$ cat src/mbrp_pkg.sv
// Shared types and constants of the multibulk request parser.
// Holds the result kinds, the result record and sizing defaults; no dependencies.
`default_nettype none

package mbrp_pkg;

  localparam int unsigned MAX_ARG_LEN = 1048576;
  localparam int unsigned OUT_DEPTH   = 3;

  typedef enum logic [1:0] {
    KIND_DATA  = 2'd0,
    KIND_DONE  = 2'd1,
    KIND_ERROR = 2'd2
  } kind_e;

  typedef struct packed {
    kind_e      kind;
    logic [7:0] data_byte;
    logic [6:0] arg_index;
    logic       arg_end;
  } result_t;

endpackage

`default_nettype wire

$ cat src/mbrp_parser.sv
// Frame parser of the multibulk request parser: phase, number and argument tracking.
// Consumes one registered byte per cycle while step_i is high and yields at most one result; uses mbrp_pkg.
`default_nettype none

module mbrp_parser #(
  parameter int unsigned MaxArgLen = mbrp_pkg::MAX_ARG_LEN
) (
  input  wire logic            clk_i,
  input  wire logic            rst_ni,
  input  wire logic            step_i,
  input  wire logic [7:0]      rx_byte_i,
  output logic                 res_valid_o,
  output mbrp_pkg::result_t    res_o
);

  localparam int unsigned LenW = $clog2(MaxArgLen + 1);
  localparam int unsigned NumW = (LenW > 7) ? LenW : 7;
  localparam int unsigned ProdW = NumW + 4;

  localparam logic [3:0] PhStar    = 4'd0;
  localparam logic [3:0] PhCntDig  = 4'd1;
  localparam logic [3:0] PhCntLf   = 4'd2;
  localparam logic [3:0] PhDollar  = 4'd3;
  localparam logic [3:0] PhLenDig  = 4'd4;
  localparam logic [3:0] PhLenLf   = 4'd5;
  localparam logic [3:0] PhPayload = 4'd6;
  localparam logic [3:0] PhPayCr   = 4'd7;
  localparam logic [3:0] PhPayLf   = 4'd8;
  localparam logic [3:0] PhDead    = 4'd9;

  localparam logic [7:0] ChStar   = 8'h2A;
  localparam logic [7:0] ChDollar = 8'h24;
  localparam logic [7:0] ChCr     = 8'h0D;
  localparam logic [7:0] ChLf     = 8'h0A;
  localparam logic [7:0] ChZero   = 8'h30;
  localparam logic [7:0] ChNine   = 8'h39;

  localparam logic [ProdW-1:0] CountMax = ProdW'(99);
  localparam logic [ProdW-1:0] LenMax   = ProdW'(MaxArgLen);

  logic [3:0]      phase_q, phase_d;
  logic [NumW-1:0] acc_q, acc_d;
  logic [6:0]      args_exp_q, args_exp_d;
  logic [6:0]      args_done_q, args_done_d;
  logic [LenW-1:0] left_q, left_d;

  logic             digit;
  logic [ProdW-1:0] acc_ext;
  logic [ProdW-1:0] acc_next;
  logic [ProdW-1:0] limit;
  logic             last;
  logic [6:0]       done_inc;

  assign digit    = rx_byte_i inside {[ChZero:ChNine]};
  assign acc_ext  = {4'b0, acc_q};
  assign acc_next = (acc_ext << 3) + (acc_ext << 1) + {{NumW{1'b0}}, rx_byte_i[3:0]};
  assign limit    = (phase_q == PhCntDig) ? CountMax : LenMax;
  assign last     = (left_q <= LenW'(1));
  assign done_inc = args_done_q + 7'd1;

  always_comb begin
    phase_d     = phase_q;
    acc_d       = acc_q;
    args_exp_d  = args_exp_q;
    args_done_d = args_done_q;
    left_d      = left_q;
    res_valid_o = 1'b0;
    res_o       = '0;
    if (step_i) begin
      case (phase_q)
        PhStar: begin
          if (rx_byte_i != ChStar) begin
            phase_d = PhDead;
          end else begin
            acc_d   = '0;
            phase_d = PhCntDig;
          end
        end
        PhCntDig, PhLenDig: begin
          if (rx_byte_i == ChCr) begin
            phase_d = (phase_q == PhCntDig) ? PhCntLf : PhLenLf;
          end else if (!digit || (acc_next > limit)) begin
            phase_d = PhDead;
          end else begin
            acc_d = acc_next[NumW-1:0];
          end
        end
        PhCntLf: begin
          if ((rx_byte_i != ChLf) || (acc_q == '0)) begin
            phase_d = PhDead;
          end else begin
            args_exp_d  = acc_q[6:0];
            args_done_d = '0;
            phase_d     = PhDollar;
          end
        end
        PhDollar: begin
          if (rx_byte_i != ChDollar) begin
            phase_d = PhDead;
          end else begin
            acc_d   = '0;
            phase_d = PhLenDig;
          end
        end
        PhLenLf: begin
          if ((rx_byte_i != ChLf) || (acc_q == '0)) begin
            phase_d = PhDead;
          end else begin
            left_d  = acc_q[LenW-1:0];
            phase_d = PhPayload;
          end
        end
        PhPayload: begin
          res_valid_o     = 1'b1;
          res_o.kind      = mbrp_pkg::KIND_DATA;
          res_o.data_byte = rx_byte_i;
          res_o.arg_index = args_done_q;
          res_o.arg_end   = last;
          left_d          = last ? '0 : left_q - LenW'(1);
          if (last) begin
            phase_d = PhPayCr;
          end
        end
        PhPayCr: begin
          phase_d = (rx_byte_i != ChCr) ? PhDead : PhPayLf;
        end
        PhPayLf: begin
          if (rx_byte_i != ChLf) begin
            phase_d = PhDead;
          end else if (done_inc >= args_exp_q) begin
            args_done_d = '0;
            args_exp_d  = '0;
            acc_d       = '0;
            phase_d     = PhStar;
            res_valid_o = 1'b1;
            res_o.kind  = mbrp_pkg::KIND_DONE;
          end else begin
            args_done_d = done_inc;
            phase_d     = PhDollar;
          end
        end
        default: begin
          phase_d = phase_q;
        end
      endcase
      if ((phase_d == PhDead) && (phase_q != PhDead) &&
          (phase_q <= PhPayLf)) begin
        res_valid_o = 1'b1;
        res_o       = '0;
        res_o.kind  = mbrp_pkg::KIND_ERROR;
      end
    end
  end

  always_ff @(posedge clk_i or negedge rst_ni) begin
    if (!rst_ni) begin
      phase_q     <= PhStar;
      acc_q       <= '0;
      args_exp_q  <= '0;
      args_done_q <= '0;
      left_q      <= '0;
    end else begin
      phase_q     <= phase_d;
      acc_q       <= acc_d;
      args_exp_q  <= args_exp_d;
      args_done_q <= args_done_d;
      left_q      <= left_d;
    end
  end

endmodule

`default_nettype wire

$ cat src/mbrp_out_fifo.sv
// Result queue of the multibulk request parser, holding finished results for the receiver.
// Small register queue with a fill count; uses mbrp_pkg.
`default_nettype none

module mbrp_out_fifo (
  input  wire logic              clk_i,
  input  wire logic              rst_ni,
  input  wire logic              push_i,
  input  wire mbrp_pkg::result_t push_data_i,
  input  wire logic              pop_i,
  output mbrp_pkg::result_t      head_o,
  output logic [$clog2(mbrp_pkg::OUT_DEPTH+1)-1:0] count_o
);

  localparam int unsigned Depth = mbrp_pkg::OUT_DEPTH;
  localparam int unsigned PtrW  = $clog2(Depth);
  localparam int unsigned CntW  = $clog2(Depth + 1);
  localparam logic [PtrW-1:0] PtrLast = PtrW'(Depth - 1);

  mbrp_pkg::result_t entry_q [Depth];
  logic [PtrW-1:0] wr_ptr_q, wr_ptr_d;
  logic [PtrW-1:0] rd_ptr_q, rd_ptr_d;
  logic [CntW-1:0] count_q, count_d;

  always_comb begin
    wr_ptr_d = wr_ptr_q;
    rd_ptr_d = rd_ptr_q;
    count_d  = count_q;
    if (push_i) begin
      wr_ptr_d = (wr_ptr_q == PtrLast) ? '0 : wr_ptr_q + PtrW'(1);
    end
    if (pop_i) begin
      rd_ptr_d = (rd_ptr_q == PtrLast) ? '0 : rd_ptr_q + PtrW'(1);
    end
    if (push_i && !pop_i) begin
      count_d = count_q + CntW'(1);
    end else if (!push_i && pop_i) begin
      count_d = count_q - CntW'(1);
    end
  end

  always_ff @(posedge clk_i or negedge rst_ni) begin
    if (!rst_ni) begin
      wr_ptr_q <= '0;
      rd_ptr_q <= '0;
      count_q  <= '0;
    end else begin
      wr_ptr_q <= wr_ptr_d;
      rd_ptr_q <= rd_ptr_d;
      count_q  <= count_d;
    end
  end

  always_ff @(posedge clk_i) begin
    if (push_i) begin
      entry_q[wr_ptr_q] <= push_data_i;
    end
  end

  assign head_o  = entry_q[rd_ptr_q];
  assign count_o = count_q;

endmodule

`default_nettype wire

$ cat src/multibulk_request_parser_unit.sv
// Multibulk request parser top level: input byte register, frame parser, result queue.
// Instantiates mbrp_parser and mbrp_out_fifo; uses mbrp_pkg.
//
// Usage:
//   Input channel (in_valid_i, in_stall_o, rx_byte_i) takes one request byte per
//   transfer. Output channel (out_valid_o, out_stall_i, kind_o, data_byte_o,
//   arg_index_o, arg_end_o) gives zero or one result per byte: a payload byte with
//   its argument index and last-byte mark, a command-complete, or a format error.
//   After an error every further byte is taken and dropped until reset.
//   A result passes the input byte register and then the result queue before it is
//   shown. Throughput: one byte per cycle while in_stall_o is low, set by the single
//   parse stage between the input byte register and a three-entry result queue.
//   in_stall_o rises when the queue plus the input register hold three items, so
//   a stalled receiver backs up the input after at most three results.
//   A stalled result holds its fields until taken.
//   Reset clears the valid flag of the input register, the queue and the parser,
//   which then waits for a star byte.
`default_nettype none

module multibulk_request_parser_unit #(
  parameter int unsigned MaxArgLen = mbrp_pkg::MAX_ARG_LEN
) (
  input  wire logic       clk_i,
  input  wire logic       rst_ni,
  input  wire logic       in_valid_i,
  output logic            in_stall_o,
  input  wire logic [7:0] rx_byte_i,
  output logic            out_valid_o,
  input  wire logic       out_stall_i,
  output logic [1:0]      kind_o,
  output logic [7:0]      data_byte_o,
  output logic [6:0]      arg_index_o,
  output logic            arg_end_o
);

  localparam int unsigned CntW = $clog2(mbrp_pkg::OUT_DEPTH + 1);

  logic              in_valid_q;
  logic [7:0]        in_byte_q;
  logic              in_xfer;
  logic              res_valid;
  mbrp_pkg::result_t res;
  mbrp_pkg::result_t head;
  logic [CntW-1:0]   count;
  logic              out_pop;
  logic [CntW:0]     in_flight;

  assign in_flight  = {1'b0, count} + (CntW + 1)'(in_valid_q);
  assign in_stall_o = (in_flight >= (CntW + 1)'(mbrp_pkg::OUT_DEPTH));
  assign in_xfer    = in_valid_i && !in_stall_o;

  always_ff @(posedge clk_i or negedge rst_ni) begin
    if (!rst_ni) begin
      in_valid_q <= 1'b0;
    end else begin
      in_valid_q <= in_xfer;
    end
  end

  always_ff @(posedge clk_i) begin
    if (in_xfer) begin
      in_byte_q <= rx_byte_i;
    end
  end

  mbrp_parser #(
    .MaxArgLen (MaxArgLen)
  ) u_parser (
    .clk_i       (clk_i),
    .rst_ni      (rst_ni),
    .step_i      (in_valid_q),
    .rx_byte_i   (in_byte_q),
    .res_valid_o (res_valid),
    .res_o       (res)
  );

  assign out_pop = out_valid_o && !out_stall_i;

  mbrp_out_fifo u_out_fifo (
    .clk_i       (clk_i),
    .rst_ni      (rst_ni),
    .push_i      (res_valid),
    .push_data_i (res),
    .pop_i       (out_pop),
    .head_o      (head),
    .count_o     (count)
  );

  assign out_valid_o = (count != '0);
  assign kind_o      = head.kind;
  assign data_byte_o = head.data_byte;
  assign arg_index_o = head.arg_index;
  assign arg_end_o   = head.arg_end;

`ifndef NO_ASSERTIONS
  a_no_overflow: assert property (@(posedge clk_i) disable iff (!rst_ni)
    res_valid |-> (count < CntW'(mbrp_pkg::OUT_DEPTH)))
    else $error("result pushed into a full queue");

  a_silent_after_error: assert property (@(posedge clk_i) disable iff (!rst_ni)
    (res_valid && (res.kind == mbrp_pkg::KIND_ERROR)) |=> !res_valid)
    else $error("result produced after a format error");

  a_non_data_zero: assert property (@(posedge clk_i) disable iff (!rst_ni)
    (res_valid && (res.kind != mbrp_pkg::KIND_DATA)) |->
      ((res.data_byte == 8'd0) && (res.arg_index == 7'd0) && !res.arg_end))
    else $error("non-payload result carries payload fields");

  a_result_needs_byte: assert property (@(posedge clk_i) disable iff (!rst_ni)
    res_valid |-> in_valid_q)
    else $error("result produced without an input byte");
`endif

endmodule

`default_nettype wire
$ cat config.mk
export PLATFORM = sky130hd
export DESIGN_NAME = multibulk_request_parser_unit
export DESIGN_NICKNAME = d
export VERILOG_FILES = /design/src/mbrp_pkg.sv /design/src/mbrp_parser.sv /design/src/mbrp_out_fifo.sv /design/src/multibulk_request_parser_unit.sv
export SDC_FILE = /design/constraint.sdc
export NUM_CORES = 1
export LEC_CHECK = 0
export BUFFER_PORTS_ARGS = -buffer_cell sky130_fd_sc_hd__buf_2
export CORE_MARGIN = 2
export CORE_UTILIZATION = 60
export DETAILED_ROUTE_END_ITERATION = 12
export HOLD_SLACK_MARGIN = 0.06
export MAX_ROUTING_LAYER = met4
export PLACE_DENSITY = 0.81
export RECOVER_POWER = 25
export SLEW_MARGIN = 20
export SYNTH_ARGS = -nofsm -noshare
export SYNTH_HDL_FRONTEND = slang
export SYNTH_HIERARCHICAL = 1
export SYNTH_SLANG_ARGS = --single-unit
$ cat constraint.sdc
create_clock -name clk_i -period 14.9 [get_ports clk_i]
set_input_delay 2.98 -clock clk_i [delete_from_list [all_inputs] [get_ports clk_i]]
set_output_delay 2.98 -clock clk_i [all_outputs]
set_load 0.01 [all_outputs]
======== Word-level counts from Yosys, hierarchy flattened ========
Memory sizes are Yosys's and may differ from the RTL's.
Index checks and enable logic that the tools add are counted.
storage, ports and cells
  output and inout bits ................... 20
  bits in registers ....................... 75
  memories kept ........................... 1
  bits of input ports ..................... 12
  logic and storage cells ................. 127
  bits in writable memories ............... 54
memories
  name                words  width  rd ports  clocked after Yosys merged registers in  wr ports  RTL line             text
  u_out_fifo.entry_q  3      18     1         0                                        1         mbrp_out_fifo.sv:20  mbrp_pkg::result_t entry_q [Depth];
cells by class
  reduce and logical (&&, ||, !) cells .... 26
  muxes and demuxes ....................... 49
  $lt $le $gt $ge ......................... 7
  add/sub/neg operators ................... 9
  equal/unequal tests ..................... 25
operators by type and width
  cell                                                                               number
  21-bit 2-to-1 mux                                                                  9
  21-bit case mux with 4 select lines                                                1
  7-bit 2-to-1 mux                                                                   6
  21-bit case mux with 2 select lines                                                1
  18-bit 2-to-1 mux                                                                  2
  4-bit 2-to-1 mux                                                                   9
  4-bit case mux with 8 select lines                                                 1
  7-bit case mux with 2 select lines                                                 2
  24-bit by 22-bit adder with 25-bit output                                          1
  25-bit by 4-bit adder with 25-bit output                                           1
  25-bit greater-than comparator                                                     1
  21-bit by 1-bit less-or-equal comparator with 1-bit output, second input constant  1
  21-bit zero test                                                                   1
  21-bit by 1-bit subtractor with 21-bit output, second input constant               1
  4-bit by 3-bit == test with 1-bit output, second input constant                    4
  16-bit 2-to-1 mux                                                                  1
  8-bit by 4-bit inequality test with 1-bit output, second input constant            2
  8-bit by 6-bit inequality test with 1-bit output, second input constant            2
  2-bit 2-to-1 mux                                                                   7
  2-bit inequality test, second input constant                                       7
  4-bit by 2-bit == test with 1-bit output, second input constant                    2
  4-bit == test, second input constant                                               2
  8-bit by 4-bit == test with 1-bit output, second input constant                    1
  8-bit by 6-bit >= comparator with 1-bit output, second input constant              1
  other kinds (26)                                                                   50

======== Longest topological paths before layout ========
Gate-level depths: netlist (run 1).
  depth in word-level cells ............... 17
  mapped depth ............................ 24
  mapped depth without buffers ............ 24

======== Cells and area by module ========
Netlist (run 1), hierarchy kept.
by module, submodules not included
  module                         area each (µm²)  cells each  times used
  mbrp_parser                    5462.7           669         1
  mbrp_out_fifo                  2277.2           137         1
  multibulk_request_parser_unit  327.8            16          1

======== Worst setup path before layout (run 1) ========
Ideal clock, no wire load.
  path kind ............................... reg2reg
  start point ............................. reg in_byte_q[3]
  end point ............................... reg u_out_fifo.wr_ptr_q[0]
  setup slack ............................. 9331 ps
  stages on the path, launching flop included .. 24
  arrival time ............................ 5451 ps
  library setup time ...................... 119 ps
  buffers on the path ..................... 0
  path through ............................ edfxtp_1 -> inv_1 -> fa_1 -> inv_1 -> fa_1 -> a211oi_2 -> o21ai_2 -> nand2_1 -> a31oi_1 -> xor2_1 -> ha_1 -> nor4_1 -> o21ai_0 -> a2111oi_0 -> o21ai_0 -> or4_1 -> or4_1 -> o41ai_2 -> a31oi_1 -> nor2_1 -> nor2_1 -> inv_1 -> nor3_1 -> a21o_1
on the way
  longest elaborated chain between the ends .. 13
  elaborated cells on any way between the ends .. 30
  classes of those cells .................. add/sub: 1; order compare: 3; eq/ne: 6; mux: 14; reduce/logical: 6
ends and longest elaborated chain
  element                                                                                            RTL line                             text
  start: declaration                                                                                 multibulk_request_parser_unit.sv:39  logic [7:0] in_byte_q;
  start signal: assignment                                                                           multibulk_request_parser_unit.sv:62  in_byte_q <= rx_byte_i;
  parallel branches: the longest is 11 deep, another holds 25-bit by 4-bit adder with 25-bit output  n/a
  1-bit 2-to-1 mux (*)                                                                               mbrp_parser.sv:146                   if ((phase_d == PhDead) && (phase_q != PhDead) &&
  1-bit 2-to-1 mux (*)                                                                               mbrp_parser.sv:69                    if (step_i) begin
  via res_valid                                                                                      multibulk_request_parser_unit.sv:41  logic res_valid;
  end signal: assignment                                                                             mbrp_out_fifo.sv:48                  wr_ptr_q <= wr_ptr_d;
  end: declaration                                                                                   mbrp_out_fifo.sv:21                  logic [PtrW-1:0] wr_ptr_q, wr_ptr_d;
Mark *: on every way through the listed nets, which the timed path passes. The select of a mux whose other input is x is not followed.
A chain may end at the register's enable or synchronous reset.

======== Worst setup path after layout (run 1) ========
  start point ............................. reg u_parser.acc_q[0]
  end point ............................... reg u_out_fifo.wr_ptr_q[0]
on the way
  longest elaborated chain between the ends .. 13
  elaborated cells on any way between the ends .. 17
  classes of those cells .................. add/sub: 2; order compare: 1; eq/ne: 1; mux: 8; reduce/logical: 5
ends and longest elaborated chain
  element                                    RTL line                             text
  start: declaration                         mbrp_parser.sv:42                    logic [NumW-1:0] acc_q, acc_d;
  start signal: assignment                   mbrp_parser.sv:158                   acc_q <= '0;
  start signal: assignment                   mbrp_parser.sv:164                   acc_q <= acc_d;
  24-bit by 22-bit adder with 25-bit output  mbrp_parser.sv:56                    assign acc_next = (acc_ext << 3) + (acc_ext << 1) + {{NumW{1'b0}}, rx_byte_i[3:0]};
  25-bit by 4-bit adder with 25-bit output   mbrp_parser.sv:56
  25-bit greater-than comparator             mbrp_parser.sv:82                    end else if (!digit || (acc_next > limit)) begin
  1-bit logical OR                           mbrp_parser.sv:82
  4-bit 2-to-1 mux                           mbrp_parser.sv:82
  4-bit 2-to-1 mux                           mbrp_parser.sv:80                    if (rx_byte_i == ChCr) begin
  4-bit case mux with 8 select lines (*)     mbrp_parser.sv:70                    case (phase_q)
  4-bit 2-to-1 mux (*)                       mbrp_parser.sv:69
  4-bit == test (*)                          mbrp_parser.sv:146
  1-bit logical AND (*) (2 in series)        mbrp_parser.sv:146
  1-bit 2-to-1 mux (*)                       mbrp_parser.sv:146
  1-bit 2-to-1 mux (*)                       mbrp_parser.sv:69
  via res_valid                              multibulk_request_parser_unit.sv:41
The timed path passes the listed nets; every way through them passes the cells marked *. The select of a mux whose other input is x is not followed.

==> flow_summary.html, run 1 <==
<table>
<tr><th>Metric</th><th>Value</th></tr>
<tr><th colspan="2">Synthesis</th></tr>
<tr><td>Portion of the post-synthesis area used by sequential elements</td><td>43.9%</td></tr>
<tr><td>Share of async-settable or async-resettable flops after synthesis</td><td>51.9%</td></tr>
<tr><td>Yosys reg bits</td><td>129</td></tr>
<tr><td>Cell count after synthesis</td><td>822</td></tr>
<tr><td>Yosys cell types</td><td>76</td></tr>
<tr><td>Cell area after synthesis</td><td>0.00807 mm²</td></tr>
<tr><td>Most frequently used flop master after synthesis</td><td>dfrtp_1</td></tr>
<tr><td>Count of synthesis-stage warnings from yosys</td><td>6</td></tr>
<tr><td>Average footprint of a synthesized cell</td><td>9.81 µm²</td></tr>
<tr><td>Number of flops mapped to enable cells by yosys</td><td>62</td></tr>
<tr><td>Synthesized netlist net count</td><td>895</td></tr>
<tr><th colspan="2">Worst setup path</th></tr>
<tr><td>Minimum setup slack among reg-to-reg paths</td><td>8.56 ns</td></tr>
<tr><td>Worst-path maximum fanout</td><td>19</td></tr>
<tr><td>Sort of element at the start of the critical path</td><td>register</td></tr>
<tr><td>CP startpoint</td><td>u_parser/acc_q[0]</td></tr>
<tr><td>Worst flop-to-flop path endpoint</td><td>u_out_fifo/wr_ptr_q[0]</td></tr>
<tr><td>Max incr delay on CP</td><td>0.55 ns</td></tr>
<tr><td>Launch instance of the worst register-to-register path</td><td>u_parser/acc_q[0]</td></tr>
<tr><td>Cells traversed along the worst timing path</td><td>inv_1, fa_1, inv_1, fa_1, a211oi_2, o21ai_2, nand2_1, a31oi_1, xor2_1, ha_1, nor4_1, o21ai_0, a2111oi_0, o21ai_0, or4_1, or4_1, o41ai_2, a31oi_1, nor2_1, nor2_1, inv_1, nor3_2, buf_4, a21o_1</td></tr>
<tr><td>End point of the critical path</td><td>u_out_fifo/wr_ptr_q[0]</td></tr>
<tr><td>Worst EP arrival</td><td>6.67 ns</td></tr>
<tr><td>Critical path endpoint category</td><td>register</td></tr>
<tr><td>Worst endpoint required time</td><td>15.22 ns</td></tr>
<tr><td>Critical path start-end classification</td><td>reg2reg</td></tr>
<tr><td>Top cell by count, worst path</td><td>inv_1</td></tr>
<tr><td>Cell with the biggest individual delay on the critical path</td><td>or4_1</td></tr>
<tr><td>Number of cell instances on the worst register-to-register path</td><td>24</td></tr>
<tr><th colspan="2">CTS</th></tr>
<tr><td>Clock Tree Buf Depth</td><td>2</td></tr>
<tr><td># resized after CTS</td><td>0</td></tr>
<tr><td>H-tree depth</td><td>4</td></tr>
<tr><td>Clock-pin slew on the worst setup and hold paths</td><td>0.06 ns</td></tr>
<tr><td>Master cell of the clock root buffer</td><td>clkbuf_16</td></tr>
<tr><td>Hold buffer count at CTS</td><td>0</td></tr>
<tr><td>Number of sinks driven by the clock tree</td><td>129</td></tr>
<tr><td>CTS buffer count</td><td>17</td></tr>
<tr><td>Clk_lat worst skew</td><td>0.43 ns</td></tr>
<tr><td>Post-CTS repair timing setup buffer count</td><td>0</td></tr>
<tr><td>CTS tree</td><td>yes</td></tr>
<tr><th colspan="2">Timing</th></tr>
<tr><td>Post-Route Setup TNS</td><td>0 ns</td></tr>
<tr><td>Final slew viol count</td><td>0</td></tr>
<tr><td>Clock skew</td><td>0.0115 ns</td></tr>
<tr><td>Setup repair after global routing missed its margin</td><td>no</td></tr>
<tr><td>Setup-failing EPs final</td><td>0</td></tr>
<tr><td>Normalized max-slew margin</td><td>33.7%</td></tr>
<tr><td>Final hold vios</td><td>0</td></tr>
<tr><td>Final period demand of the worst path</td><td>6.34 ns</td></tr>
<tr><td>Transition at the pin with the smallest max-transition slack</td><td>0.981 ns</td></tr>
<tr><td>Final clock period utilization by the worst path</td><td>42.6%</td></tr>
<tr><td>Max Freq</td><td>0.158 GHz</td></tr>
<tr><th colspan="2">Route</th></tr>
<tr><td>Pre-Repair DR Iteration Count</td><td>5</td></tr>
<tr><td>Via count normalized by instance count</td><td>6.47</td></tr>
<tr><td>Number of DRC markers after the initial detailed-route iteration</td><td>824</td></tr>
<tr><td>Via count</td><td>6,643</td></tr>
<tr><td>Number of DRC violations after detailed routing</td><td>0</td></tr>
<tr><td>Drt total wl</td><td>18,800 µm</td></tr>
<tr><td>Routed Antenna Nets</td><td>0</td></tr>
<tr><td>Wire length per cell after detailed routing</td><td>18.4 µm</td></tr>
<tr><th colspan="2">Die</th></tr>
<tr><td>Total die area</td><td>0.0144 mm²</td></tr>
<tr><td>Die Span Y</td><td>120 µm</td></tr>
<tr><td>Overall die width</td><td>120 µm</td></tr>
<tr><td>Core ar.</td><td>0.0132 mm²</td></tr>
<tr><td>Number of cell rows</td><td>42</td></tr>
<tr><td>Starting utilization of the core area</td><td>61.2%</td></tr>
<tr><td>Number of top-level pins</td><td>32</td></tr>
<tr><th colspan="2">Place</th></tr>
<tr><td>Final weighted congestion in routability-driven placement</td><td>0.959</td></tr>
<tr><td>Number of placed cells counting well taps</td><td>994</td></tr>
<tr><td>Dpl hpwl</td><td>13,100 µm</td></tr>
<tr><td>PortBufs</td><td>31</td></tr>
<tr><th colspan="2">GRT</th></tr>
<tr><td>Initial antenna violation count</td><td>0</td></tr>
<tr><td>Number of global-route vias before repair</td><td>6,284</td></tr>
<tr><td>Largest net degree at the start of global routing</td><td>68</td></tr>
<tr><td>GRT Residual Overflow</td><td>0</td></tr>
<tr><td>Global-route wire length before repair</td><td>30,900 µm</td></tr>
<tr><td>Combined global-route utilization of all metal layers</td><td>27.7%</td></tr>
<tr><th colspan="2">Finish</th></tr>
<tr><td>Storage element area</td><td>0.00354 mm²</td></tr>
<tr><td>Final net count</td><td>910</td></tr>
<tr><td>Count of placed standard cells in the final layout, fillers left out</td><td>1,026</td></tr>
<tr><td>Area of combinational cells with multiple inputs</td><td>0.00418 mm²</td></tr>
<tr><td>Antenna diodes</td><td>0</td></tr>
<tr><td>Final core occ</td><td>67.3%</td></tr>
<tr><td>Area grow syn2layout</td><td>10.0%</td></tr>
<tr><td>Share of post-route cells with drive strength above 1</td><td>10.7%</td></tr>
<tr><td># fillers</td><td>953</td></tr>
<tr><th colspan="2">Run</th></tr>
<tr><td>Number of max-cap violations</td><td>0</td></tr>
<tr><th colspan="2">Power and ir drop</th></tr>
<tr><td>PwrDens</td><td>134 mW/mm²</td></tr>
<tr><td>Worst-case vdd ir drop</td><td>133 µV</td></tr>
<tr><td>Leakage dissipation</td><td>3.94 nW</td></tr>
<tr><td>Overall Power</td><td>1.19 mW</td></tr>
<tr><th colspan="2">Hold path</th></tr>
<tr><td>Class of the tightest hold or removal check</td><td>reg2reg</td></tr>
<tr><th colspan="2">Status</th></tr>
<tr><td>Outcome</td><td>finished, final reports clean</td></tr>
</table>
-- routing by layer --
metal	GRT usage, %	wire, µm	vias to the layer above
met4	11.2	346	0
met3	5.51	1250	39
met2	42.2	8920	303
met1	36.6	8330	3207
met5	-	0	-
li1	-	-	3094
-- cells in the final DEF (no fill, tap or decap), types with 29 or more instances in the layout --
cell,netlist,routed
buf_2,5,31
dfrtp_1,67,65
ha_1,59,59
inv_1,34,34
nor2_1,40,40
edfxtp_1,62,62
a22o_1,29,29
nand2_1,83,83
o21ai_0,61,61
a21oi_1,55,55
-- synthesized netlist by cell type, types with 15 or more instances --
| cell | instances | share of area [%] |
|---|---|---|
| a21oi_1 | 55 | 3.4 |
| a22o_1 | 29 | 3.1 |
| and3_1 | 15 | 1.2 |
| clkbuf_1 | 27 | 1.3 |
| dfrtp_1 | 67 | 21 |
| edfxtp_1 | 62 | 23 |
| ha_1 | 59 | 9.2 |
| inv_1 | 34 | 1.6 |
| mux2i_1 | 20 | 2.5 |
| nand2_1 | 83 | 3.9 |
| nand2b_1 | 17 | 1.3 |
| nand3_1 | 17 | 1.1 |
| nor2_1 | 40 | 1.9 |
| nor3_1 | 27 | 1.7 |
| o21ai_0 | 61 | 3.8 |
| o21ai_1 | 17 | 1.1 |
-- cell type report --
type	count	share of cell area [%]
clock buffers	18	4.84
flip-flops and latches	129	39.9
repair buffers	36	2.17
well taps	176	2.48
clock inverters	14	2.00
inverters	35	1.48
multi-input cells	618	47.1
-- registers in the layout, summed over array words and instances, names as in the netlist, 4 cells and up --
signal / flops
in_byte_q: 8
u_out_fifo/entry_q: 54
u_parser/acc_q: 21
u_parser/args_done_q: 7
u_parser/args_exp_q: 7
u_parser/left_q: 21
u_parser/phase_q: 4
-- worst min-delay path by stage --
stage	start	endpoint	slack, ns	cells after the start
3_5_place_dp	u_parser/args_exp_q[2]	u_parser/args_exp_q[2]	0.50	1
5_1_grt	u_out_fifo/count_o[1]	u_out_fifo/count_o[1]	0.52	1
4_1_cts	u_out_fifo/count_o[1]	u_out_fifo/count_o[1]	0.51	1
6_report	u_out_fifo/count_o[1]	u_out_fifo/count_o[1]	0.51	1
2_1_floorplan	u_parser/left_q[14]	u_parser/left_q[14]	0.44	2
3_3_place_gp	u_parser/left_q[14]	u_parser/left_q[14]	0.46	2
-- worst max-delay path, delay by kind of cell, from the launching register on --
| kind | cells | cell delay (ns) |
|---|---|---|
| AO/OA/AOI/OAI | 9 | 2.11 |
| AND/OR/NAND/NOR | 7 | 1.63 |
| adder cells (fa/ha/maj) | 3 | 1.25 |
| buffers and inverters | 4 | 0.57 |
| flip-flops | 1 | 0.47 |
| XOR/XNOR | 1 | 0.19 |
-- cell families after synthesis --
kind of cell    share of synthesized area (%)
flops                                    43.9
compound gates                           19.2
mux                                      2.95
buf+inv                                  4.26
xor+xnor                                 2.93
fa+ha+maj                                9.65
simple gates                             17.2
-- where the power goes --
part	switching (mW)	internal, mW
Sequential	0.0832	0.407
Combinational	0.156	0.113
Clock	0.166	0.265
Total	0.405	0.786
-- metrics by stage --
step / setup slack, ns / area, µm² / hold slack, ns
2_1_floorplan: 9.33 / 8070 / 0.443
3_3_place_gp: 8.95 / 8280 / 0.458
3_5_place_dp: 8.56 / 8280 / 0.496
4_1_cts: 8.50 / 8880 / 0.510
5_1_grt: 8.07 / 8880 / 0.523
6_report: 8.56 / 8880 / 0.510
(Power assumes the default switching activity.)
==> run 2, diff against run 1 <==
--- a/config.mk
+++ b/config.mk
@@ -5,6 +5,7 @@
 export SDC_FILE = /design/constraint.sdc
 export NUM_CORES = 1
 export LEC_CHECK = 0
+export ABC_AREA = 1
 export BUFFER_PORTS_ARGS = -buffer_cell sky130_fd_sc_hd__buf_2
 export CORE_MARGIN = 2
 export CORE_UTILIZATION = 60
==> constraint.sdc (replaced) <==
create_clock -name clk_i -period 6.47 [get_ports clk_i]
set_input_delay 1.294 -clock clk_i [delete_from_list [all_inputs] [get_ports clk_i]]
set_output_delay 1.294 -clock clk_i [all_outputs]
set_load 0.01 [all_outputs]
==> run 2 against run 1 <==
Against the previous run: the run now ends with max-capacitance violations, max-slew violations left; total power rose to 3.4 times the previous value; hold slack worse by 0.015 ns; die area up 3.8%; global-route usage up 1.9 points; critical endpoint is now u_out_fifo/entry_q[1][13]; largest cell class unchanged.
==> flow_summary.html, run 2 <==
<table>
<tr><th>Metric</th><th>Value</th></tr>
<tr><th colspan="2">Synthesis</th></tr>
<tr><td>Number of flops mapped to enable cells by yosys</td><td>62 (unchanged)</td></tr>
<tr><td>Synthesized-area fraction occupied by and/or/nand/nor cells</td><td>28.0% (+11 points)</td></tr>
<tr><td>Cell with the most instances after synthesis</td><td>nand2_1</td></tr>
<tr><td>Dominant cell type by area after synthesis</td><td>edfxtp_1</td></tr>
<tr><td>Share of the synthesized area in the top cell type</td><td>22.2% (-0.87 points)</td></tr>
<tr><td>Share of async-settable or async-resettable flops after synthesis</td><td>51.9% (unchanged)</td></tr>
<tr><td>Complex-gate fraction of the synthesized area</td><td>10.6% (-8.5 points)</td></tr>
<tr><td>Yosys reg bits</td><td>129 (unchanged)</td></tr>
<tr><td>Count of synthesis-stage warnings from yosys</td><td>6 (unchanged)</td></tr>
<tr><td>Most frequently used flop master after synthesis</td><td>dfrtp_1</td></tr>
<tr><td>Adder and majority cell fraction of the synthesized area</td><td>9.28% (-0.37 points)</td></tr>
<tr><td>Post-synth top cells</td><td>267 x nand2_1, 133 x inv_1, 90 x nor2_1, 72 x nand3_1, 67 x dfrtp_1</td></tr>
<tr><td>Yosys cell types</td><td>48 (-37%)</td></tr>
<tr><td>Dominant combinational cell family by area after synthesis</td><td>simple AND/OR/NAND/NOR gates</td></tr>
<tr><td>Fraction of synthesized area in multiplexers</td><td>0% (-2.9 points)</td></tr>
<tr><td>Portion of the post-synthesis area used by sequential elements</td><td>42.2% (-1.7 points)</td></tr>
<tr><td>Cell count after synthesis</td><td>1,036 (+26%)</td></tr>
<tr><td>Area contributors post-synth</td><td>edfxtp_1 22%, dfrtp_1 20%, nand2_1 12%</td></tr>
<tr><td>Xor/xnor cell area share of the yosys netlist</td><td>2.09% (-0.84 points)</td></tr>
<tr><td>Cell area after synthesis</td><td>0.00839 mm² (+3.9%)</td></tr>
<tr><td>Synthesized netlist net count</td><td>1,109 (+24%)</td></tr>
<tr><td>Average footprint of a synthesized cell</td><td>8.09 µm² (-18%)</td></tr>
<tr><th colspan="2">Power and ir drop</th></tr>
<tr><td>Worst-case vdd ir drop</td><td>348 µV (+160%)</td></tr>
<tr><td>PwrDens</td><td>443 mW/mm² (+230%)</td></tr>
<tr><td>Leakage dissipation</td><td>4.42 nW (+12%)</td></tr>
<tr><th colspan="2">Finish</th></tr>
<tr><td>Commonest non-fill, non-tap cell in the layout</td><td>nand2_1</td></tr>
<tr><td>Antenna diodes</td><td>0 (unchanged)</td></tr>
<tr><td>Share of post-route cells with drive strength above 1</td><td>12.1% (+1.4 points)</td></tr>
<tr><td>Most flop-heavy register</td><td>u_out_fifo/entry_q</td></tr>
<tr><td>Count of placed standard cells in the final layout, fillers left out</td><td>1,262 (+23%)</td></tr>
<tr><td>Most frequent cells in the layout</td><td>267 x nand2_1, 133 x inv_1, 91 x nor2_1</td></tr>
<tr><td>Max FFs per register</td><td>54 (unchanged)</td></tr>
<tr><td>Final net count</td><td>1,142 (+25%)</td></tr>
<tr><td>Biggest regs</td><td>u_out_fifo/entry_q: 54 flops, u_parser/acc_q: 21 flops, u_parser/left_q: 21 flops</td></tr>
<tr><td>Area grow syn2layout</td><td>9.83%</td></tr>
<tr><td># fillers</td><td>1,170 (+23%)</td></tr>
<tr><th colspan="2">Timing</th></tr>
<tr><td>Min setup slack post-route</td><td>1.48 ns (-7.08 ns)</td></tr>
<tr><td>Normalized max-slew margin</td><td>-144% (-180 points)</td></tr>
<tr><td>Transition at the pin with the smallest max-transition slack</td><td>3.66 ns (+2.68 ns)</td></tr>
<tr><td>Post-Route Setup TNS</td><td>0 ns (unchanged)</td></tr>
<tr><td>Clock skew</td><td>0.00650 ns (-0.00502 ns)</td></tr>
<tr><td>Final hold vios</td><td>0 (unchanged)</td></tr>
<tr><td>Final period demand of the worst path</td><td>4.99 ns (-1.35 ns)</td></tr>
<tr><td>Final clock period utilization by the worst path</td><td>77.2% (+35 points)</td></tr>
<tr><td>Setup repair after global routing missed its margin</td><td>no</td></tr>
<tr><td>Final slew viol count</td><td>97 (+97)</td></tr>
<tr><td>Setup-failing EPs final</td><td>0 (unchanged)</td></tr>
<tr><td>Max Freq</td><td>0.200 GHz (+27%)</td></tr>
<tr><td>Final worst hold slack</td><td>0.495 ns (-0.0150 ns)</td></tr>
<tr><th colspan="2">GRT</th></tr>
<tr><td>GRT Residual Overflow</td><td>0 (unchanged)</td></tr>
<tr><td>Number of global-route vias before repair</td><td>6,776 (+7.8%)</td></tr>
<tr><td>Initial antenna violation count</td><td>0 (unchanged)</td></tr>
<tr><td>Global-route wire length before repair</td><td>32,900 µm (+6.3%)</td></tr>
<tr><td>Largest net degree at the start of global routing</td><td>68 (unchanged)</td></tr>
<tr><td>Combined global-route utilization of all metal layers</td><td>29.6% (+1.9 points)</td></tr>
<tr><th colspan="2">CTS</th></tr>
<tr><td>Clock Tree Buf Depth</td><td>2 (unchanged)</td></tr>
<tr><td>CTS buffer count</td><td>17 (unchanged)</td></tr>
<tr><td>Master cell of the clock root buffer</td><td>clkbuf_16</td></tr>
<tr><td>Clk_lat worst skew</td><td>0.43 ns (about the same)</td></tr>
<tr><td>Hold buffer count at CTS</td><td>0 (unchanged)</td></tr>
<tr><td># resized after CTS</td><td>0 (unchanged)</td></tr>
<tr><td>Number of sinks driven by the clock tree</td><td>129 (unchanged)</td></tr>
<tr><td>H-tree depth</td><td>4 (unchanged)</td></tr>
<tr><td>Post-CTS repair timing setup buffer count</td><td>0 (unchanged)</td></tr>
<tr><td>CTS tree</td><td>yes</td></tr>
<tr><td>Clock-pin slew on the worst setup and hold paths</td><td>0.06 ns (about the same)</td></tr>
<tr><th colspan="2">Route</th></tr>
<tr><td>Number of DRC violations after detailed routing</td><td>0 (unchanged)</td></tr>
<tr><td>Drt total wl</td><td>20,300 µm (+8.0%)</td></tr>
<tr><td>Via count</td><td>7,187 (+8.2%)</td></tr>
<tr><td>Via count normalized by instance count</td><td>5.69 (-12%)</td></tr>
<tr><td>Routed Antenna Nets</td><td>0 (unchanged)</td></tr>
<tr><td>Number of DRC markers after the initial detailed-route iteration</td><td>572 (-31%)</td></tr>
<tr><td>Pre-Repair DR Iteration Count</td><td>5 (unchanged)</td></tr>
<tr><td>Wire length per cell after detailed routing</td><td>16.1 µm (-12%)</td></tr>
<tr><th colspan="2">Worst setup path</th></tr>
<tr><td>Worst EP arrival</td><td>5.05 ns (-1.62 ns)</td></tr>
<tr><td>Top cell by count, worst path</td><td>nand2_1</td></tr>
<tr><td>Launch instance of the worst register-to-register path</td><td>u_parser/acc_q[2]</td></tr>
<tr><td>Minimum setup slack among reg-to-reg paths</td><td>1.48 ns (-7.08 ns)</td></tr>
<tr><td>Sort of element at the start of the critical path</td><td>register</td></tr>
<tr><td>Max incr delay on CP</td><td>0.55 ns (about the same)</td></tr>
<tr><td>Worst flop-to-flop path endpoint</td><td>u_out_fifo/entry_q[1][13]</td></tr>
<tr><td>Number of cell instances on the worst register-to-register path</td><td>29 (+21%)</td></tr>
<tr><td>Critical path endpoint category</td><td>register</td></tr>
<tr><td>Worst-path maximum fanout</td><td>18 (-1)</td></tr>
<tr><td>Critical path start-end classification</td><td>reg2reg</td></tr>
<tr><td>Cell with the biggest individual delay on the critical path</td><td>inv_1</td></tr>
<tr><td>Worst endpoint required time</td><td>6.52 ns (-8.70 ns)</td></tr>
<tr><th colspan="2">Place</th></tr>
<tr><td>PortBufs</td><td>31 (unchanged)</td></tr>
<tr><td>Final weighted congestion in routability-driven placement</td><td>0.986 (+2.8%)</td></tr>
<tr><td>Post-Place Setup Slack</td><td>1.57 ns (-6.99 ns)</td></tr>
<tr><td>Number of placed cells counting well taps</td><td>1,230 (+24%)</td></tr>
<tr><td>Dpl hpwl</td><td>14,800 µm (+12%)</td></tr>
<tr><th colspan="2">Hold path</th></tr>
<tr><td>Number of instances on the worst hold path</td><td>1 (unchanged)</td></tr>
<tr><td>Class of the tightest hold or removal check</td><td>reg2reg</td></tr>
<tr><td>Hold path endpoint</td><td>u_parser/args_exp_q[4]</td></tr>
<tr><td>Min-Delay Startpoint</td><td>u_parser/args_exp_q[4]</td></tr>
<tr><th colspan="2">Die</th></tr>
<tr><td>Starting utilization of the core area</td><td>60.9% (-0.28 points)</td></tr>
<tr><td>Overall die width</td><td>122 µm (+1.9%)</td></tr>
<tr><td>Total die area</td><td>0.0149 mm² (+3.8%)</td></tr>
<tr><td>Number of cell rows</td><td>43 (+2.4%)</td></tr>
<tr><td>Core ar.</td><td>0.0138 mm² (+4.4%)</td></tr>
<tr><td>Die Span Y</td><td>122 µm (+1.9%)</td></tr>
<tr><td>Number of top-level pins</td><td>32 (unchanged)</td></tr>
<tr><th colspan="2">Status</th></tr>
<tr><td>Failing checks</td><td>max-capacitance violations, max-slew violations</td></tr>
<tr><td>Outcome</td><td>complete, but fails checks</td></tr>
<tr><th colspan="2">Run</th></tr>
<tr><td>Number of max-cap violations</td><td>2 (+2)</td></tr>
</table>
run 2: worst max path at each step:
stage / start / end / slack [ns]
after floorplan: in_byte_q[3] / u_out_fifo/entry_q[2][0] / 1.76
after global placement: u_parser/acc_q[0] / u_out_fifo/entry_q[1][2] / 1.69
after detailed placement: u_parser/acc_q[0] / u_out_fifo/entry_q[1][2] / 1.57
after CTS: u_parser/acc_q[0] / u_out_fifo/entry_q[1][13] / 1.48
after global routing: in_byte_q[3] / u_out_fifo/entry_q[0][14] / 0.98
final: u_parser/acc_q[2] / u_out_fifo/entry_q[1][13] / 1.48
run 2: logic make-up (layout without fill, tap and decap cells):
logic type | Yosys count | in the layout
xor gates and xnor gates | 20 | 20
AOI/OAI and AO/OA | 140 | 140
and+or+nand+nor | 529 | 529
adders and majority gates | 61 | 61
buffers and inverters | 157 | 203
DFF | 129 | 129
run 2: final cells by class:
cell class | instances | area [µm²] | share of cell area, %
sequential | 129 | 3540 | 38.4
timing repair buffer | 36 | 185 | 2.01
inverter | 135 | 507 | 5.50
clock buffer | 18 | 429 | 4.66
clock inverter | 14 | 141 | 1.54
multi-input combinational | 750 | 4180 | 45.4
tap | 180 | 225 | 2.45
run 2: layer usage:
metal | up-vias | track usage (%) | wire length (µm)
met5 | - | - | 0
met3 | 71 | 5.81 | 1240
met4 | 0 | 13.0 | 855
li1 | 3517 | - | -
met1 | 3328 | 35.4 | 8290
met2 | 271 | 48.7 | 9960
run 2: metrics by stage:
| stage | power [mW] | utilization [%] | instance area, µm² |
|---|---|---|---|
| finish | 4.08 | 66.9 | 9210 |
| global route | 4.40 | 66.9 | 9210 |
| CTS | 4.07 | 67.0 | 9230 |
| detailed placement | 3.12 | 62.8 | 8650 |
| global placement | 3.08 | 62.8 | 8650 |
| floorplan | 2.66 | - | 8390 |
run 2: worst max-delay path: cells and delay by family (launching register included):
kind                     cells  cell delay [ns]
AO/OA/AOI/OAI                3             0.55
XOR/XNOR                     1             0.18
adder cells (fa/ha/maj)      3             1.15
buffers and inverters        3             0.72
flip-flops                   1             0.46
AND/OR/NAND/NOR             19             1.53
run 2: report_power, final:
group | total, mW | internal [mW] | switching, mW
registers | 1.26 | 1.07 | 0.189
clock network | 0.924 | 0.563 | 0.361
logic | 1.90 | 0.613 | 1.28
==> run 3, diff against run 2 <==
--- a/config.mk
+++ b/config.mk
@@ -8,11 +8,11 @@
 export ABC_AREA = 1
 export BUFFER_PORTS_ARGS = -buffer_cell sky130_fd_sc_hd__buf_2
 export CORE_MARGIN = 2
-export CORE_UTILIZATION = 60
+export CORE_UTILIZATION = 57
 export DETAILED_ROUTE_END_ITERATION = 12
 export HOLD_SLACK_MARGIN = 0.06
 export MAX_ROUTING_LAYER = met4
-export PLACE_DENSITY = 0.81
+export PLACE_DENSITY = 0.8
 export RECOVER_POWER = 25
 export SLEW_MARGIN = 20
 export SYNTH_ARGS = -nofsm -noshare
==> constraint.sdc (replaced) <==
create_clock -name clk_i -period 4.56 [get_ports clk_i]
set_input_delay 0.912 -clock clk_i [delete_from_list [all_inputs] [get_ports clk_i]]
set_output_delay 0.912 -clock clk_i [all_outputs]
set_load 0.01 [all_outputs]
==> run 3 against run 2 <==
Against the previous run: first-iteration DRC count increased by 5.1%; sequential share of layout area down 2.6 points; sequential power up 40%; critical path depth increased by 3; the flow still finishes with violations (max-capacitance violations, max-slew violations); combinational power up 69%; final cell count increased by 4.8%; largest power group unchanged.
==> flow_summary.html, run 3 (synthesis gave the netlist of run 2 again) <==
<table>
<tr><th>Metric</th><th>Value</th></tr>
<tr><th colspan="2">Power and ir drop</th></tr>
<tr><td>Switching power total</td><td>2.83 mW (+54%)</td></tr>
<tr><td>Clock Power Share</td><td>21.0% (-1.6 points)</td></tr>
<tr><td>Fraction of power spent switching nets</td><td>45.0% (+0.058 points)</td></tr>
<tr><td>Leakage dissipation</td><td>4.75 nW (+7.3%)</td></tr>
<tr><td>PwrDens</td><td>637 mW/mm² (+44%)</td></tr>
<tr><td>Combinational cell fraction of total power</td><td>50.9% (+4.4 points)</td></tr>
<tr><td>Fraction of power consumed by sequential logic</td><td>28.1% (-2.8 points)</td></tr>
<tr><td>Worst-case vdd ir drop</td><td>478 µV (+37%)</td></tr>
<tr><td>Internal power component</td><td>3.46 mW (+54%)</td></tr>
<tr><th colspan="2">CTS</th></tr>
<tr><td>CTS buffer count</td><td>17 (unchanged)</td></tr>
<tr><td>Number of sinks driven by the clock tree</td><td>129 (unchanged)</td></tr>
<tr><td>Clock-pin slew on the worst setup and hold paths</td><td>0.06 ns (about the same)</td></tr>
<tr><td>H-tree depth</td><td>4 (unchanged)</td></tr>
<tr><td>Clk_lat worst skew</td><td>0.42 ns (about the same)</td></tr>
<tr><td>Clock Tree Buf Depth</td><td>2 (unchanged)</td></tr>
<tr><td>Master cell of the clock root buffer</td><td>clkbuf_16</td></tr>
<tr><td>CTS tree</td><td>yes</td></tr>
<tr><td>Hold buffer count at CTS</td><td>0 (unchanged)</td></tr>
<tr><th colspan="2">Route</th></tr>
<tr><td>Via count normalized by instance count</td><td>5.73 (+0.68%)</td></tr>
<tr><td>Number of DRC violations after detailed routing</td><td>0 (unchanged)</td></tr>
<tr><td>Wire length per cell after detailed routing</td><td>16.9 µm (+4.7%)</td></tr>
<tr><td>Number of DRC markers after the initial detailed-route iteration</td><td>601 (+5.1%)</td></tr>
<tr><td>Drt total wl</td><td>22,300 µm (+9.8%)</td></tr>
<tr><td>Via count</td><td>7,586 (+5.6%)</td></tr>
<tr><td>Routed Antenna Nets</td><td>0 (unchanged)</td></tr>
<tr><td>Pre-Repair DR Iteration Count</td><td>5 (unchanged)</td></tr>
<tr><th colspan="2">Finish</th></tr>
<tr><td># fillers</td><td>1,126 (-3.8%)</td></tr>
<tr><td>Commonest non-fill, non-tap cell in the layout</td><td>nand2_1</td></tr>
<tr><td>Most frequent cells in the layout</td><td>255 x nand2_1, 127 x inv_1, 91 x nor2_1</td></tr>
<tr><td>Biggest regs</td><td>u_out_fifo/entry_q: 54 flops, u_parser/acc_q: 21 flops, u_parser/left_q: 21 flops</td></tr>
<tr><td>Area of all placed cells without fillers</td><td>0.00988 mm² (+7.3%)</td></tr>
<tr><td>Storage element area</td><td>0.00354 mm² (unchanged)</td></tr>
<tr><td>Antenna diodes</td><td>0 (unchanged)</td></tr>
<tr><td>Share of post-route cells with drive strength above 1</td><td>19.7% (+7.6 points)</td></tr>
<tr><td>Max FFs per register</td><td>54 (unchanged)</td></tr>
<tr><td>Area of combinational cells with multiple inputs</td><td>0.00433 mm² (+3.4%)</td></tr>
<tr><td>Most flop-heavy register</td><td>u_out_fifo/entry_q</td></tr>
<tr><td>Area grow syn2layout</td><td>17.9%</td></tr>
<tr><td>Final core occ</td><td>68.3% (+1.4 points)</td></tr>
<tr><td>Final net count</td><td>1,199 (+5.0%)</td></tr>
<tr><th colspan="2">Place</th></tr>
<tr><td>Final weighted congestion in routability-driven placement</td><td>0.977 (-0.87%)</td></tr>
<tr><td>Dpl hpwl</td><td>15,700 µm (+6.7%)</td></tr>
<tr><td>Total cell area at the placement stage</td><td>0.00901 mm² (+4.1%)</td></tr>
<tr><td>PortBufs</td><td>31 (unchanged)</td></tr>
<tr><th colspan="2">Timing</th></tr>
<tr><td>Final slew viol count</td><td>70 (-28%)</td></tr>
<tr><td>Setup repair after global routing missed its margin</td><td>yes</td></tr>
<tr><td>Final period demand of the worst path</td><td>4.46 ns (-0.537 ns)</td></tr>
<tr><td>Max Freq</td><td>0.224 GHz (+12%)</td></tr>
<tr><td>Normalized max-slew margin</td><td>-54.7% (+90 points)</td></tr>
<tr><td>Setup-failing EPs final</td><td>0 (unchanged)</td></tr>
<tr><td>Final hold vios</td><td>0 (unchanged)</td></tr>
<tr><td>Clock skew</td><td>0.0103 ns (+0.00385 ns)</td></tr>
<tr><td>Final clock period utilization by the worst path</td><td>97.7% (+21 points)</td></tr>
<tr><td>Transition at the pin with the smallest max-transition slack</td><td>2.32 ns (-1.34 ns)</td></tr>
<tr><th colspan="2">Die</th></tr>
<tr><td>Number of cell rows</td><td>44 (+2.3%)</td></tr>
<tr><td>Core ar.</td><td>0.0145 mm² (+5.1%)</td></tr>
<tr><td>Overall die width</td><td>125 µm (+2.5%)</td></tr>
<tr><td>Starting utilization of the core area</td><td>57.9% (-3.0 points)</td></tr>
<tr><td>Total die area</td><td>0.0157 mm² (+5.1%)</td></tr>
<tr><td>Die Span Y</td><td>125 µm (+2.5%)</td></tr>
<tr><td>Number of top-level pins</td><td>32 (unchanged)</td></tr>
<tr><th colspan="2">GRT</th></tr>
<tr><td>Number of global-route vias before repair</td><td>7,226 (+6.6%)</td></tr>
<tr><td>Global-route wire length before repair</td><td>35,200 µm (+7.2%)</td></tr>
<tr><td>Initial antenna violation count</td><td>0 (unchanged)</td></tr>
<tr><td>Largest net degree at the start of global routing</td><td>43 (-37%)</td></tr>
<tr><td>GRT Residual Overflow</td><td>0 (unchanged)</td></tr>
<tr><td>Combined global-route utilization of all metal layers</td><td>29.0% (-0.55 points)</td></tr>
<tr><th colspan="2">Worst setup path</th></tr>
<tr><td>Worst endpoint required time</td><td>4.75 ns (-1.77 ns)</td></tr>
<tr><td>Instance count on the critical path</td><td>32 (+10%)</td></tr>
<tr><td>Cell family contributing the most delay on the critical path</td><td>simple AND/OR/NAND/NOR gates</td></tr>
<tr><td>Critical path start-end classification</td><td>reg2reg</td></tr>
<tr><td>Number of cell instances on the worst register-to-register path</td><td>32 (+10%)</td></tr>
<tr><td>Minimum setup slack among reg-to-reg paths</td><td>0.10 ns (-1.37 ns)</td></tr>
<tr><td>Critical path endpoint category</td><td>register</td></tr>
<tr><td>Worst flop-to-flop path endpoint</td><td>u_out_fifo/entry_q[1][2]</td></tr>
<tr><td>Worst-path maximum fanout</td><td>5 (-13)</td></tr>
<tr><td>Cell with the biggest individual delay on the critical path</td><td>fa_1</td></tr>
<tr><td>Launch instance of the worst register-to-register path</td><td>u_parser/acc_q[0]</td></tr>
<tr><td>Count of buffering cells on the critical path with inverters included</td><td>6 (+3)</td></tr>
<tr><td>Worst EP arrival</td><td>4.65 ns (-0.40 ns)</td></tr>
<tr><td>Sort of element at the start of the critical path</td><td>register</td></tr>
<tr><td>Top cell by count, worst path</td><td>nand2_2</td></tr>
<tr><td>Max incr delay on CP</td><td>0.57 ns (+0.02 ns)</td></tr>
<tr><th colspan="2">Status</th></tr>
<tr><td>Failing checks</td><td>max-capacitance violations, max-slew violations</td></tr>
<tr><td>Outcome</td><td>complete, but fails checks</td></tr>
<tr><th colspan="2">Hold path</th></tr>
<tr><td>Number of instances on the worst hold path</td><td>2 (+1)</td></tr>
<tr><td>Hold path endpoint</td><td>u_parser/args_exp_q[2]</td></tr>
<tr><td>Class of the tightest hold or removal check</td><td>reg2reg</td></tr>
<tr><td>Min-Delay Startpoint</td><td>u_parser/args_exp_q[2]</td></tr>
<tr><th colspan="2">Run</th></tr>
<tr><td>Number of max-cap violations</td><td>2 (unchanged)</td></tr>
</table>
[run 3: cell count changes in the layout (fill, tap and decap cells not counted), moves of 4 or more]
cell     before  now
nand3_1      72   64
nand2_2      26   38
inv_1       133  127
buf_4         3   53
nand2_1     267  255
inv_6         1    8
ha_1         59   55
inv_2         2    6
nand3_2       3    9
[run 3: cell type report]
| type | count | area share, % |
|---|---|---|
| tap | 184 | 2.33 |
| inverter | 135 | 5.23 |
| timing repair buffer | 93 | 7.08 |
| multi-input combinational | 750 | 43.8 |
| clock inverter | 15 | 1.48 |
| clock buffer | 17 | 4.30 |
| sequential | 129 | 35.8 |
[run 3: stage by stage]
stage	std cells	power [mW]	setup WS, ns	hold WS (ns)	setup TNS, ns
6_report	1323	6.30	0.103	0.486	0
5_1_grt	1323	6.72	-0.0872	0.513	-2.68
4_1_cts	1310	6.06	-0.0788	0.489	-0.0788
3_5_place_dp	1275	4.66	-0.270	0.474	-7.65
3_3_place_gp	1275	4.58	-0.0465	0.469	-0.850
2_1_floorplan	1036	3.77	0.126	0.453	0
[run 3: tightest hold or removal path, delay by kind of cell, from the launching register on]
kind / cells / cell delay (ns)
AOI/OAI and AO/OA: 1 / 0.06
DFF: 1 / 0.34
and+or+nand+nor: 1 / 0.05
[run 3: worst max-delay path by stage]
stage,endpoint,slack [ns],start
finish,u_out_fifo/entry_q[1][2],0.10,u_parser/acc_q[0]
global placement,u_out_fifo/entry_q[2][14],-0.05,in_byte_q[3]
global route,u_out_fifo/entry_q[0][6],-0.09,u_parser/acc_q[0]
floorplan,u_out_fifo/entry_q[2][0],0.13,in_byte_q[3]
detailed placement,u_out_fifo/entry_q[2][14],-0.27,in_byte_q[3]
CTS,u_out_fifo/count_o[1],-0.08,u_parser/acc_q[2]
[run 3: repair_timing]
| item | 4_1_cts | 5_1_grt |
|---|---|---|
| gates resized for setup | 8 | 36 |
| gates cloned | 0 | 4 |
| pin swaps | 1 | 15 |
| setup buffers | 3 | 9 |
| setup endpoints to repair | 56 | 58 |
[run 3: power groups by stage]
stage	Clock (mW)	Sequential [mW]	Combinational [mW]
finish	1.32	1.77	3.21
detailed placement	0	1.78	2.89
global placement	0	1.77	2.82
floorplan	0	1.70	2.07
CTS	1.33	1.76	2.96
global route	1.38	1.80	3.53
[run 3: metal layers]
| metal | up-vias | track usage [%] | part of all wire [%] |
|---|---|---|---|
| met4 | 0 | 11.2 | 3.2 |
| li1 | 3637 | - | - |
| met5 | - | - | 0 |
| met2 | 313 | 49.4 | 51 |
| met1 | 3584 | 34.9 | 40 |
| met3 | 52 | 4.49 | 5.7 |
